$ cat src/rtl/utf8d_pkg.sv
// Shared types and constants for the UTF-8 to UTF-16 decoder.
`timescale 1ns / 1ps

package utf8d_pkg;

    localparam int FIFO_DEPTH = 4;
    localparam int FIFO_AW    = $clog2(FIFO_DEPTH);
    localparam int FIFO_CW    = $clog2(FIFO_DEPTH + 1);

    localparam logic [15:0] HIGH_SURR_BASE = 16'hD800;
    localparam logic [15:0] LOW_SURR_BASE  = 16'hDC00;

    // One decoded character: a single unit, or a surrogate pair (high in unit0).
    typedef struct packed {
        logic        pair;
        logic [15:0] unit0;
        logic [15:0] unit1;
    } job_t;

endpackage

$ cat src/rtl/utf8d_front.sv
// Front end: accepts UTF-8 bytes, tracks the pending sequence and builds code units.
`timescale 1ns / 1ps

module utf8d_front
(
    input  logic                clk,
    input  logic                rst_n,
    input  logic                s_tvalid,
    output logic                s_tready,
    input  logic [7:0]          s_tdata,   // [7:0] in_byte
    input  logic                full,
    output logic                push,
    output utf8d_pkg::job_t     push_job
);

    logic [1:0]  need_reg, need_next;
    logic [1:0]  len_reg, len_next;
    logic [20:0] bits_reg, bits_next;

    logic        accept;
    logic        emit;
    logic [20:0] bits_cat;
    logic [1:0]  need_dec;
    logic [4:0]  plane;
    logic [9:0]  plane_m1;

    assign s_tready = !full;
    assign accept   = s_tvalid && s_tready;

    assign bits_cat = {bits_reg[14:0], s_tdata[5:0]};
    assign need_dec = need_reg - 2'd1;
    assign plane    = bits_cat[20:16];
    assign plane_m1 = {5'd0, plane} - 10'd1;

    always_comb
    begin
        need_next = need_reg;
        len_next  = len_reg;
        bits_next = bits_reg;
        emit      = 1'b0;
        push_job  = '0;
        if (need_reg != 2'd0 && s_tdata[7:6] == 2'b10)
        begin
            // continuation byte of a pending sequence
            if (need_dec != 2'd0)
            begin
                need_next = need_dec;
                bits_next = bits_cat;
            end
            else
            begin
                need_next = 2'd0;
                len_next  = 2'd0;
                bits_next = '0;
                emit      = 1'b1;
                if (len_reg == 2'd3)
                begin
                    push_job.pair  = 1'b1;
                    push_job.unit0 = {plane_m1, 6'd0} | utf8d_pkg::HIGH_SURR_BASE
                                     | {10'd0, bits_cat[15:10]};
                    push_job.unit1 = utf8d_pkg::LOW_SURR_BASE | {6'd0, bits_cat[9:0]};
                end
                else
                begin
                    push_job.unit0 = bits_cat[15:0];
                end
            end
        end
        else
        begin
            // fresh byte; any pending sequence is abandoned
            need_next = 2'd0;
            len_next  = 2'd0;
            bits_next = '0;
            case (s_tdata) inside
                8'h00:
                begin
                end
                [8'h01:8'h7F]:
                begin
                    emit           = 1'b1;
                    push_job.unit0 = {8'd0, s_tdata};
                end
                [8'hC0:8'hDF]:
                begin
                    need_next = 2'd1;
                    len_next  = 2'd1;
                    bits_next = {16'd0, s_tdata[4:0]};
                end
                [8'hE0:8'hEF]:
                begin
                    need_next = 2'd2;
                    len_next  = 2'd2;
                    bits_next = {17'd0, s_tdata[3:0]};
                end
                [8'hF0:8'hF7]:
                begin
                    need_next = 2'd3;
                    len_next  = 2'd3;
                    bits_next = {18'd0, s_tdata[2:0]};
                end
                default:
                begin
                    // stray byte: drop
                end
            endcase
        end
    end

    assign push = accept && emit;

    always_ff @(posedge clk or negedge rst_n)
    begin
        if (!rst_n)
        begin
            need_reg <= 2'd0;
            len_reg  <= 2'd0;
            bits_reg <= '0;
        end
        else if (accept)
        begin
            need_reg <= need_next;
            len_reg  <= len_next;
            bits_reg <= bits_next;
        end
    end

endmodule

$ cat src/rtl/utf8d_fifo.sv
// Short job queue between the decoder front end and the output side.
`timescale 1ns / 1ps

module utf8d_fifo
(
    input  logic                clk,
    input  logic                rst_n,
    input  logic                push,
    input  utf8d_pkg::job_t     push_job,
    input  logic                pop,
    output logic                full,
    output logic                empty,
    output utf8d_pkg::job_t     head_job
);

    utf8d_pkg::job_t mem [utf8d_pkg::FIFO_DEPTH];

    logic [utf8d_pkg::FIFO_AW-1:0] wr_ptr_reg, wr_ptr_next;
    logic [utf8d_pkg::FIFO_AW-1:0] rd_ptr_reg, rd_ptr_next;
    logic [utf8d_pkg::FIFO_CW-1:0] count_reg, count_next;

    localparam logic [utf8d_pkg::FIFO_AW-1:0] LAST_PTR =
        utf8d_pkg::FIFO_AW'(utf8d_pkg::FIFO_DEPTH - 1);

    assign full     = (count_reg == utf8d_pkg::FIFO_CW'(utf8d_pkg::FIFO_DEPTH));
    assign empty    = (count_reg == '0);
    assign head_job = mem[rd_ptr_reg];

    always_comb
    begin
        wr_ptr_next = wr_ptr_reg;
        rd_ptr_next = rd_ptr_reg;
        count_next  = count_reg;
        if (push)
        begin
            wr_ptr_next = (wr_ptr_reg == LAST_PTR) ? '0 : wr_ptr_reg + 1'b1;
        end
        if (pop)
        begin
            rd_ptr_next = (rd_ptr_reg == LAST_PTR) ? '0 : rd_ptr_reg + 1'b1;
        end
        if (push && !pop)
        begin
            count_next = count_reg + 1'b1;
        end
        else if (pop && !push)
        begin
            count_next = count_reg - 1'b1;
        end
    end

    always_ff @(posedge clk)
    begin
        if (push)
        begin
            mem[wr_ptr_reg] <= push_job;
        end
    end

    always_ff @(posedge clk or negedge rst_n)
    begin
        if (!rst_n)
        begin
            wr_ptr_reg <= '0;
            rd_ptr_reg <= '0;
            count_reg  <= '0;
        end
        else
        begin
            wr_ptr_reg <= wr_ptr_next;
            rd_ptr_reg <= rd_ptr_next;
            count_reg  <= count_next;
        end
    end

endmodule

$ cat src/rtl/utf8d_back.sv
// Output side: sends one or two UTF-16 beats for each queued character.
`timescale 1ns / 1ps

module utf8d_back
(
    input  logic                clk,
    input  logic                rst_n,
    input  logic                empty,
    input  utf8d_pkg::job_t     head_job,
    output logic                pop,
    output logic                m_tvalid,
    input  logic                m_tready,
    output logic [15:0]         m_tdata,   // [15:0] code_unit
    output logic                m_tlast    // last_of_run
);

    // set while the low surrogate of a pair is due
    logic phase_reg, phase_next;
    logic take;

    assign m_tvalid = !empty;
    assign m_tdata  = phase_reg ? head_job.unit1 : head_job.unit0;
    assign m_tlast  = phase_reg || !head_job.pair;
    assign take     = m_tvalid && m_tready;
    assign pop      = take && m_tlast;

    always_comb
    begin
        phase_next = phase_reg;
        if (take)
        begin
            phase_next = !m_tlast;
        end
    end

    always_ff @(posedge clk or negedge rst_n)
    begin
        if (!rst_n)
        begin
            phase_reg <= 1'b0;
        end
        else
        begin
            phase_reg <= phase_next;
        end
    end

endmodule

$ cat src/rtl/utf8_to_utf16_decoder.sv
// Top level of the streaming UTF-8 to UTF-16 decoder.
//
//   channel   dir   beat contents                      last
//   s_*       in    tdata[7:0]  = in_byte              -
//   m_*       out   tdata[15:0] = code_unit            tlast = last_of_run
//
// One input byte is taken per cycle while the job queue has room; the byte
// that completes a character registers its job in the queue. A surrogate
// pair goes out as two beats, a BMP unit as one. The four-entry job queue
// absorbs output stalls; s_tready drops only when it is full.
// Asynchronous reset clears the pending sequence and empties the queue.
`timescale 1ns / 1ps

module utf8_to_utf16_decoder
(
    input  logic        clk,
    input  logic        rst_n,
    input  logic        s_tvalid,
    output logic        s_tready,
    input  logic [7:0]  s_tdata,   // [7:0] in_byte
    output logic        m_tvalid,
    input  logic        m_tready,
    output logic [15:0] m_tdata,   // [15:0] code_unit
    output logic        m_tlast    // last_of_run
);

    logic            push;
    logic            pop;
    logic            full;
    logic            empty;
    utf8d_pkg::job_t push_job;
    utf8d_pkg::job_t head_job;

    utf8d_front u_front
    (
        .clk      (clk),
        .rst_n    (rst_n),
        .s_tvalid (s_tvalid),
        .s_tready (s_tready),
        .s_tdata  (s_tdata),
        .full     (full),
        .push     (push),
        .push_job (push_job)
    );

    utf8d_fifo u_fifo
    (
        .clk      (clk),
        .rst_n    (rst_n),
        .push     (push),
        .push_job (push_job),
        .pop      (pop),
        .full     (full),
        .empty    (empty),
        .head_job (head_job)
    );

    utf8d_back u_back
    (
        .clk      (clk),
        .rst_n    (rst_n),
        .empty    (empty),
        .head_job (head_job),
        .pop      (pop),
        .m_tvalid (m_tvalid),
        .m_tready (m_tready),
        .m_tdata  (m_tdata),
        .m_tlast  (m_tlast)
    );

endmodule

$ cat config.mk
export PLATFORM = sky130hd
export DESIGN_NAME = utf8_to_utf16_decoder
export DESIGN_NICKNAME = d
export VERILOG_FILES = /design/src/rtl/utf8d_pkg.sv /design/src/rtl/utf8d_front.sv /design/src/rtl/utf8d_fifo.sv /design/src/rtl/utf8d_back.sv /design/src/rtl/utf8_to_utf16_decoder.sv
export SDC_FILE = /design/constraint.sdc
export NUM_CORES = 1
export LEC_CHECK = 0
export ABC_CLOCK_PERIOD_IN_PS = 3100
export BUFFER_PORTS_ARGS = -buffer_cell sky130_fd_sc_hd__buf_4
export CORE_UTILIZATION = 60
export CTS_BUF_LIST = sky130_fd_sc_hd__clkbuf_8
export CTS_CLUSTER_SIZE = 20
export DETAILED_ROUTE_END_ITERATION = 16
export PLACE_DENSITY = 0.78
export SYNTH_ARGS = -nofsm -noshare
export SYNTH_HDL_FRONTEND = slang
export SYNTH_HIERARCHICAL = 1
export SYNTH_SLANG_ARGS = --single-unit
$ cat constraint.sdc
create_clock -name clk -period 3.1 [get_ports clk]
set_clock_uncertainty 0.15 [all_clocks]
set_input_delay 0.155 -clock clk [delete_from_list [all_inputs] [get_ports clk]]
set_output_delay 0.155 -clock clk [all_outputs]
set_load 0.01 [all_outputs]
==> impl_results.md, run 1 <==
* Slowest cell on the critical path: mux4_1
* CTS tree: built
* Root Buffer: clkbuf_8
* Post-route ant nets at 0
* Buffer count from post-CTS setup fixing at 0
* Critical path's top delay family: multiplexers
* First-pass GRT wire length at 18900 um
* Number of diodes at 0
* Critical path launch point type: register
* Achievable frequency at 0.366 GHz
* Worst-Skew Late Latency at 0.42 ns
* Total number of vias at 3435
* Clock Pin Slew Worst Setup and Hold Paths at 0.08 ns
* Total wire length at 11800 um
* Synth Flop Type: edfxtp_1
* VDD IR max at 0.558 mV
* DRC viols at 0
* Fraction of the mapped netlist area in compound gates at 4.94%
* CP Buf/Inv Count at 2
* Fin crit period at 2.74 ns
* Cells after Synth at 374
* Clock Sinks at 159
* Nets at 444
* Leakage power at 2.80 nW
* Total track usage at 22.6%
* Slew margin rel. at 56.1%
* Initial Util at 62.3%
* DR iter-0 viols at 229
* Hold Buf Count CTS at 12
* EDFF count, synth at 132
* Power Total at 6.18 mW
* Mean Syn Cell Area at 18.3 sq um
* Seq cells post-synth at 159
* IO Pins at 31
* CP dominant cell by count: buf_4
* Worst-Margin Slew at 0.658 ns
* Fin. Hold Viols at 0
* Syn_nets at 396
* DR vias/cell at 5.98
* Status: finished, final reports clean
* Max_cap viols at 0
* Area of the die at 11800 sq um
* Worst EP arrival at 2.43 ns
* Non-filler cells, final at 574
* Post-synthesis async set-or-reset flop share at 17.0%
* Hold Path Class: in2async
* Setup violators final at 0
* Largest register FFs at 132
* Power density cells at 806 nW/um^2
* Final worst-path cycle share at 88.2%
* Mux contribution to synthesized area at 15.0%
* Setup TNS at 0 ns
* Vias in the first global route at 3551
* Synth Cell Area at 6850 sq um
* Simple-gate portion of the synthesized area at 5.50%
* Worst setup path class: reg2out
* Buffers added on ports at 30
* Crit end category: output pin
* CTS buffer count at 17
* Area delta synth->final at 12.0%
* Chip height at 109 um
* Core outline area at 11000 sq um
* WL per Instance at 20.5 um
* H-tree Lvls at 4
* Crit path cell chain: buf_4 -> mux4_1 -> mux2_4 -> buf_4
* RSZ-0062 raised after global routing: false
* CTS resizes at 0
* Die extent in x at 109 um
* Post-Synth Adder-Cell Area at 1.94%
* Required @ worst endpoint at 2.79 ns
* Xor/xnor cell area share of the yosys netlist at 0.768%
* Placed cell count at 531
* CP peak stage delay at 0.65 ns
* Final Max Tran Viols at 0
* HPWL after DPL at 7210 um
* Largest net degree at the start of global routing at 36
* Worst-path fanout max at 35
* Maximum clock path buffer count at 2
* Routability cong. at 0.834
* Synth warnings at 6
* Synth cell types at 47
* Ratio of cells with drive above 1 in the final layout at 28.6%
* Grt total ovfl at 0
* Drt pass-1 iters at 4
* Cell row count at 38
* Initial antenna violation count at 0
* Main combinational cell family by area after synthesis: multiplexers
* Seq/Total Area, Yosys at 67.8%
## routing by layer
layer	vias to the layer above	share of wire [%]	GRT usage [%]	wire length (um)
met5	-	0	0	0
met4	0	1.7	8.11	203
met3	14	6.2	5.44	725
met2	131	51	37.3	6060
met1	1731	41	29.6	4780
li1	1559	-	-	-
## area by class of cell
| cell class | instances | area [sq um] |
|---|---|---|
| multi-input cells | 176 | 1930 |
| fillers | 682 | 3320 |
| clock buffers | 17 | 234 |
| clock inverters | 14 | 151 |
| flip-flops and latches | 159 | 4640 |
| well taps | 140 | 175 |
| inverters | 13 | 48.8 |
| repair buffers | 55 | 480 |
## kinds of logic (layout without fill, tap and decap cells)
group	count (synthesis)	after routing
flops	159	159
simple gates	65	65
mux	54	54
compound gates	40	40
buf+inv	39	99
fa+ha+maj	10	10
xor+xnor	6	6
other cells	1	1
## worst reg2reg max path, cell delays in order, from the launching register on
cell and delay (ns):
dfrtp_1 0.35, inv_1 0.07, ha_1 0.32, nand4bb_4 0.25, a21oi_1 0.14, buf_4 0.16, ha_1 0.18, inv_1 0.06
fa_1 0.37, xor2_1 0.15, nor2_1 0.11, xor2_1 0.15
## cells in the mapped netlist (all sizes together), types with 2 or more instances
library cell,instances,area (sq um)
a211oi,4,30.0
a21oi,2,10.0
a22o,16,140
a32o,4,40.0
and2,17,106
buf,24,216
clkbuf,2,7.51
dfrtp,27,676
edfxtp,132,3960
ha,9,113
inv,13,48.8
mux2,19,248
mux2i,2,20.0
mux4,33,762
nand2,9,33.8
nand2b,3,18.8
nand3,3,15.0
nand4,2,12.5
nor2,19,78.8
nor2b,3,18.8
nor3,4,20.0
nor3b,2,15.0
o21ai,4,20.0
xnor2,4,35.0
xor2,2,17.5
## worst paths after layout
kind / from / slack (ns) / cells after the start / to
max reg2reg: u_front/need_reg[0] / 0.56 / 11 / u_fifo/count_reg[2]
min: rst_n / 0.03 / 2 / u_fifo/wr_ptr_reg[1]
max: u_fifo/rd_ptr_reg[0] / 0.36 / 4 / m_tdata[8]
max in group asynchronous: rst_n / 2.49 / 2 / u_fifo/rd_ptr_reg[0]
min reg2reg: u_fifo/count_reg[2] / 0.35 / 1 / u_fifo/count_reg[2]
min in group clk: s_tdata[6] / 0.04 / 4 / u_front/len_reg[0]
## power by group
| part | switching [mW] | total [mW] | leakage [nW] | internal, mW |
|---|---|---|---|---|
| Combinational | 0.942 | 2.01 | 1.00 | 1.07 |
| Clock | 0.684 | 1.46 | 0.189 | 0.776 |
| Sequential | 0.120 | 2.71 | 1.61 | 2.58 |
| Total | 1.75 | 6.18 | 2.80 | 4.43 |
## layout by cell type (no fill, tap or decap), types with 5 or more instances in the layout
cell and instances:
a22o_1 16, and2_1 17, buf_4 40, clkbuf_8 17, dfrtp_1 26, dlygate4sd3_1 12
edfxtp_1 132, ha_1 9, inv_1 13, mux2_2 10, mux2_4 9, mux4_1 5
mux4_2 28, nand2_1 9, nor2_1 18
## per-stage QoR
stage	area [sq um]	hold slack (ns)	util, %	setup WS, ns
final	7660	0.0330	69.8	0.365
after global routing	7660	0.0233	69.8	0.191
after CTS	7660	0.00257	69.8	0.298
after detailed placement	7160	-0.0636	65.2	0.591
after global placement	7160	-0.0668	65.2	0.640
after floorplan	6850	-0.291	-	0.209
Power figures use the tool's default switching activity.
==> inputs of run 2 (changes only) <==
--- a/config.mk
+++ b/config.mk
@@ -14,5 +14,4 @@
 export PLACE_DENSITY = 0.78
 export SYNTH_ARGS = -nofsm -noshare
 export SYNTH_HDL_FRONTEND = slang
-export SYNTH_HIERARCHICAL = 1
 export SYNTH_SLANG_ARGS = --single-unit
==> run 2 against run 1 <==
  * Via count is 3.8% lower
  * Design area down 13%
  * Fmax is 4.7% higher
  * Synthesized cell count is 3.7% lower
  * Wire length is 6.4% lower
  * Combinational power down 14%
  * Hold slack got worse by 0.0090 ns
  * Die area decreased by 15%
  * Critical path type is now reg2reg
  * Largest cell class unchanged
  * Highest routed layer unchanged
==> impl_results.md, run 2 <==
* Synth area leaders: edfxtp_1, dfrtp_1, mux4_2, a22o_1, nand2_1
* Power density cells at 820 nW/um^2
* H-tree Lvls at 4
* Top cells by count, synth: edfxtp_1, nand2_1, dfrtp_1, mux4_2, a22o_1
* Internal Pwr Total at 3.76 mW
* Fin. Hold Viols at 0
* Post-synthesis async set-or-reset flop share at 20.0%
* Fin crit period at 2.61 ns
* Ratio of cells with drive above 1 in the final layout at 26.2%
* Required @ worst endpoint at 3.30 ns
* Logic pwr share at 31.8%
* Reg-to-reg critical path endpoint: u_fifo.count_reg[2]
* Switching Power at 1.69 mW
* EDFF count, synth at 108
* Most common cell after layout, fill and taps aside: edfxtp_1
* Synth Cell Area at 5790 sq um
* Final worst-path cycle share at 84.3%
* Crit end category: register
* Buffers added on ports at 30
* Setup violators final at 0
* Largest net degree at the start of global routing at 30
* HPWL after DPL at 6640 um
* FF-to-FF path depth at 11
* RSZ-0062 raised after global routing: false
* Synth Flop Type: edfxtp_1
* Most numerous cell in the Yosys netlist: edfxtp_1
* Seq cells post-synth at 135
* CTS resizes at 0
* Buffer count from post-CTS setup fixing at 0
* Worst-Skew Late Latency at 0.43 ns
* Worst EP arrival at 2.81 ns
* Largest register FFs at 108
* First-pass GRT wire length at 17200 um
* Area delta synth->final at 14.9%
* Hold Buf Count CTS at 11
* IO Pins at 31
* Slowest cell on the critical path: dfrtp_1
* Max_cap viols at 0
* Total wire length at 11000 um
* DRC viols at 0
* Worst setup path class: reg2reg
* Mean Syn Cell Area at 16.1 sq um
* Chip height at 100 um
* Core outline area at 9280 sq um
* R2r setup slk at 0.49 ns
* Switching share of power at 31.1%
* Dpl ws at 0.518 ns
* Critical path launch point type: register
* VDD IR max at 0.508 mV
* WL per Instance at 19.8 um
* Achievable frequency at 0.383 GHz
* Final Max Tran Viols at 0
* Leakage power at 2.57 nW
* Setup TNS at 0 ns
* Maximum clock path buffer count at 2
* Clock Pin Slew Worst Setup and Hold Paths at 0.07 ns
* Synth cell types at 46
* Reg2reg start: u_front.need_reg[0]
* Grt total ovfl at 0
* Yosys top cell by area: edfxtp_1
* Clock Sinks at 135
* Crit path cell chain: inv_1 -> ha_1 -> nor2_1 -> nand3_1 -> a21oi_2 -> ha_1 -> inv_1 -> fa_1 -> xor2_1 -> nor2_1 -> xor2_1
* DR iter-0 viols at 184
* Worst-path fanout max at 7
* Slew margin rel. at 59.8%
* Synth warnings at 0
* Status: finished, final reports clean
* Routability cong. at 0.812
* Root Buffer: clkbuf_8
* Worst-Margin Slew at 0.600 ns
* Final WS setup at 0.488 ns
* Total track usage at 24.3%
* Nets at 436
* Reg power frac at 42.5%
* Initial Util at 62.3%
* DR vias/cell at 5.94
* Clock network power share at 25.7%
* Fill cell count at 606
* Post-route ant nets at 0
* Initial antenna violation count at 0
* Number of diodes at 0
* Cells after Synth at 360
* Cell row count at 35
* CP peak stage delay at 0.38 ns
* Drt pass-1 iters at 5
* Total number of vias at 3304
* Most frequent cells in the layout: edfxtp_1, nand2_1, buf_4, mux4_2, dfrtp_1
* CTS buffer count at 17
* CTS tree: built
* Die extent in x at 100 um
* Hold Path Class: in2async
* Vias in the first global route at 3278
* Area of the die at 10000 sq um
* Seq/Total Area, Yosys at 67.7%
* Syn_nets at 382
* Area fraction of the dominant cell type after synthesis at 56.0%
-- run 2: power groups by stage --
| stage | registers (mW) | clock network (mW) | logic, mW |
|---|---|---|---|
| global placement | 2.34 | 0 | 1.71 |
| floorplan | 2.32 | 0 | 1.22 |
| finish | 2.32 | 1.40 | 1.73 |
| CTS | 2.32 | 1.42 | 1.76 |
| detailed placement | 2.36 | 0 | 1.73 |
| global route | 2.34 | 1.50 | 1.90 |
-- run 2: cell type report --
cell class,count,area [sq um],share of cell area (%)
Clock buffer,17,234,3.52
Clock inverter,15,154,2.31
Inverter,10,37.5,0.564
Sequential cell,135,3920,58.9
Tap cell,129,161,2.43
Multi-Input combinational cell,199,1730,26.1
Timing Repair Buffer,51,410,6.17
-- run 2: per-layer routing --
metal	wire, um	vias up	global-route usage, %
li1	-	1476	-
met1	4410	1661	30.0
met2	5740	141	41.6
met3	632	26	5.43
met4	236	0	10.5
met5	0	-	0
-- run 2: worst max path at each step --
stage                              startpoint                   to  slack, ns
after floorplan           u_front.need_reg[0]     u_fifo.mem[3][0]       0.65
after global placement    u_fifo.count_reg[2]  u_fifo.count_reg[2]       0.62
after detailed placement  u_front.need_reg[0]  u_fifo.count_reg[2]       0.52
after CTS                 u_front.need_reg[0]  u_fifo.count_reg[2]       0.49
after global routing      u_front.need_reg[0]  u_fifo.count_reg[2]       0.26
final                     u_front.need_reg[0]  u_fifo.count_reg[2]       0.49
-- run 2: logic make-up after synthesis --
logic type / Yosys count / synth area share, %
flops: 135 / 67.7
mux: 34 / 12.0
fa+ha+maj: 10 / 2.29
compound gates: 44 / 5.56
xor+xnor: 6 / 0.908
simple gates: 105 / 9.14
buf+inv: 26 / 2.36
-- run 2: through the flow --
| step | area [sq um] | std cells | total power [mW] | hold WS (ns) | util, % |
|---|---|---|---|---|---|
| after CTS | 6650 | 556 | 5.50 | 0.0131 | 71.6 |
| after detailed placement | 6150 | 513 | 4.09 | -0.0623 | 66.3 |
| final | 6650 | 556 | 5.45 | 0.0240 | 71.6 |
| after global placement | 6150 | 513 | 4.04 | -0.0659 | 66.3 |
| after floorplan | 5790 | 360 | 3.54 | -0.291 | - |
| after global routing | 6650 | 556 | 5.74 | 0.0457 | 71.6 |
-- run 2: critical path, delay by kind of cell (launching register included) --
kind	cells	cell delay (ns)
AO/OA/AOI/OAI	1	0.34
buffers and inverters	2	0.13
adder cells (fa/ha/maj)	3	0.85
flip-flops	1	0.38
XOR/XNOR	2	0.35
AND/OR/NAND/NOR	3	0.35
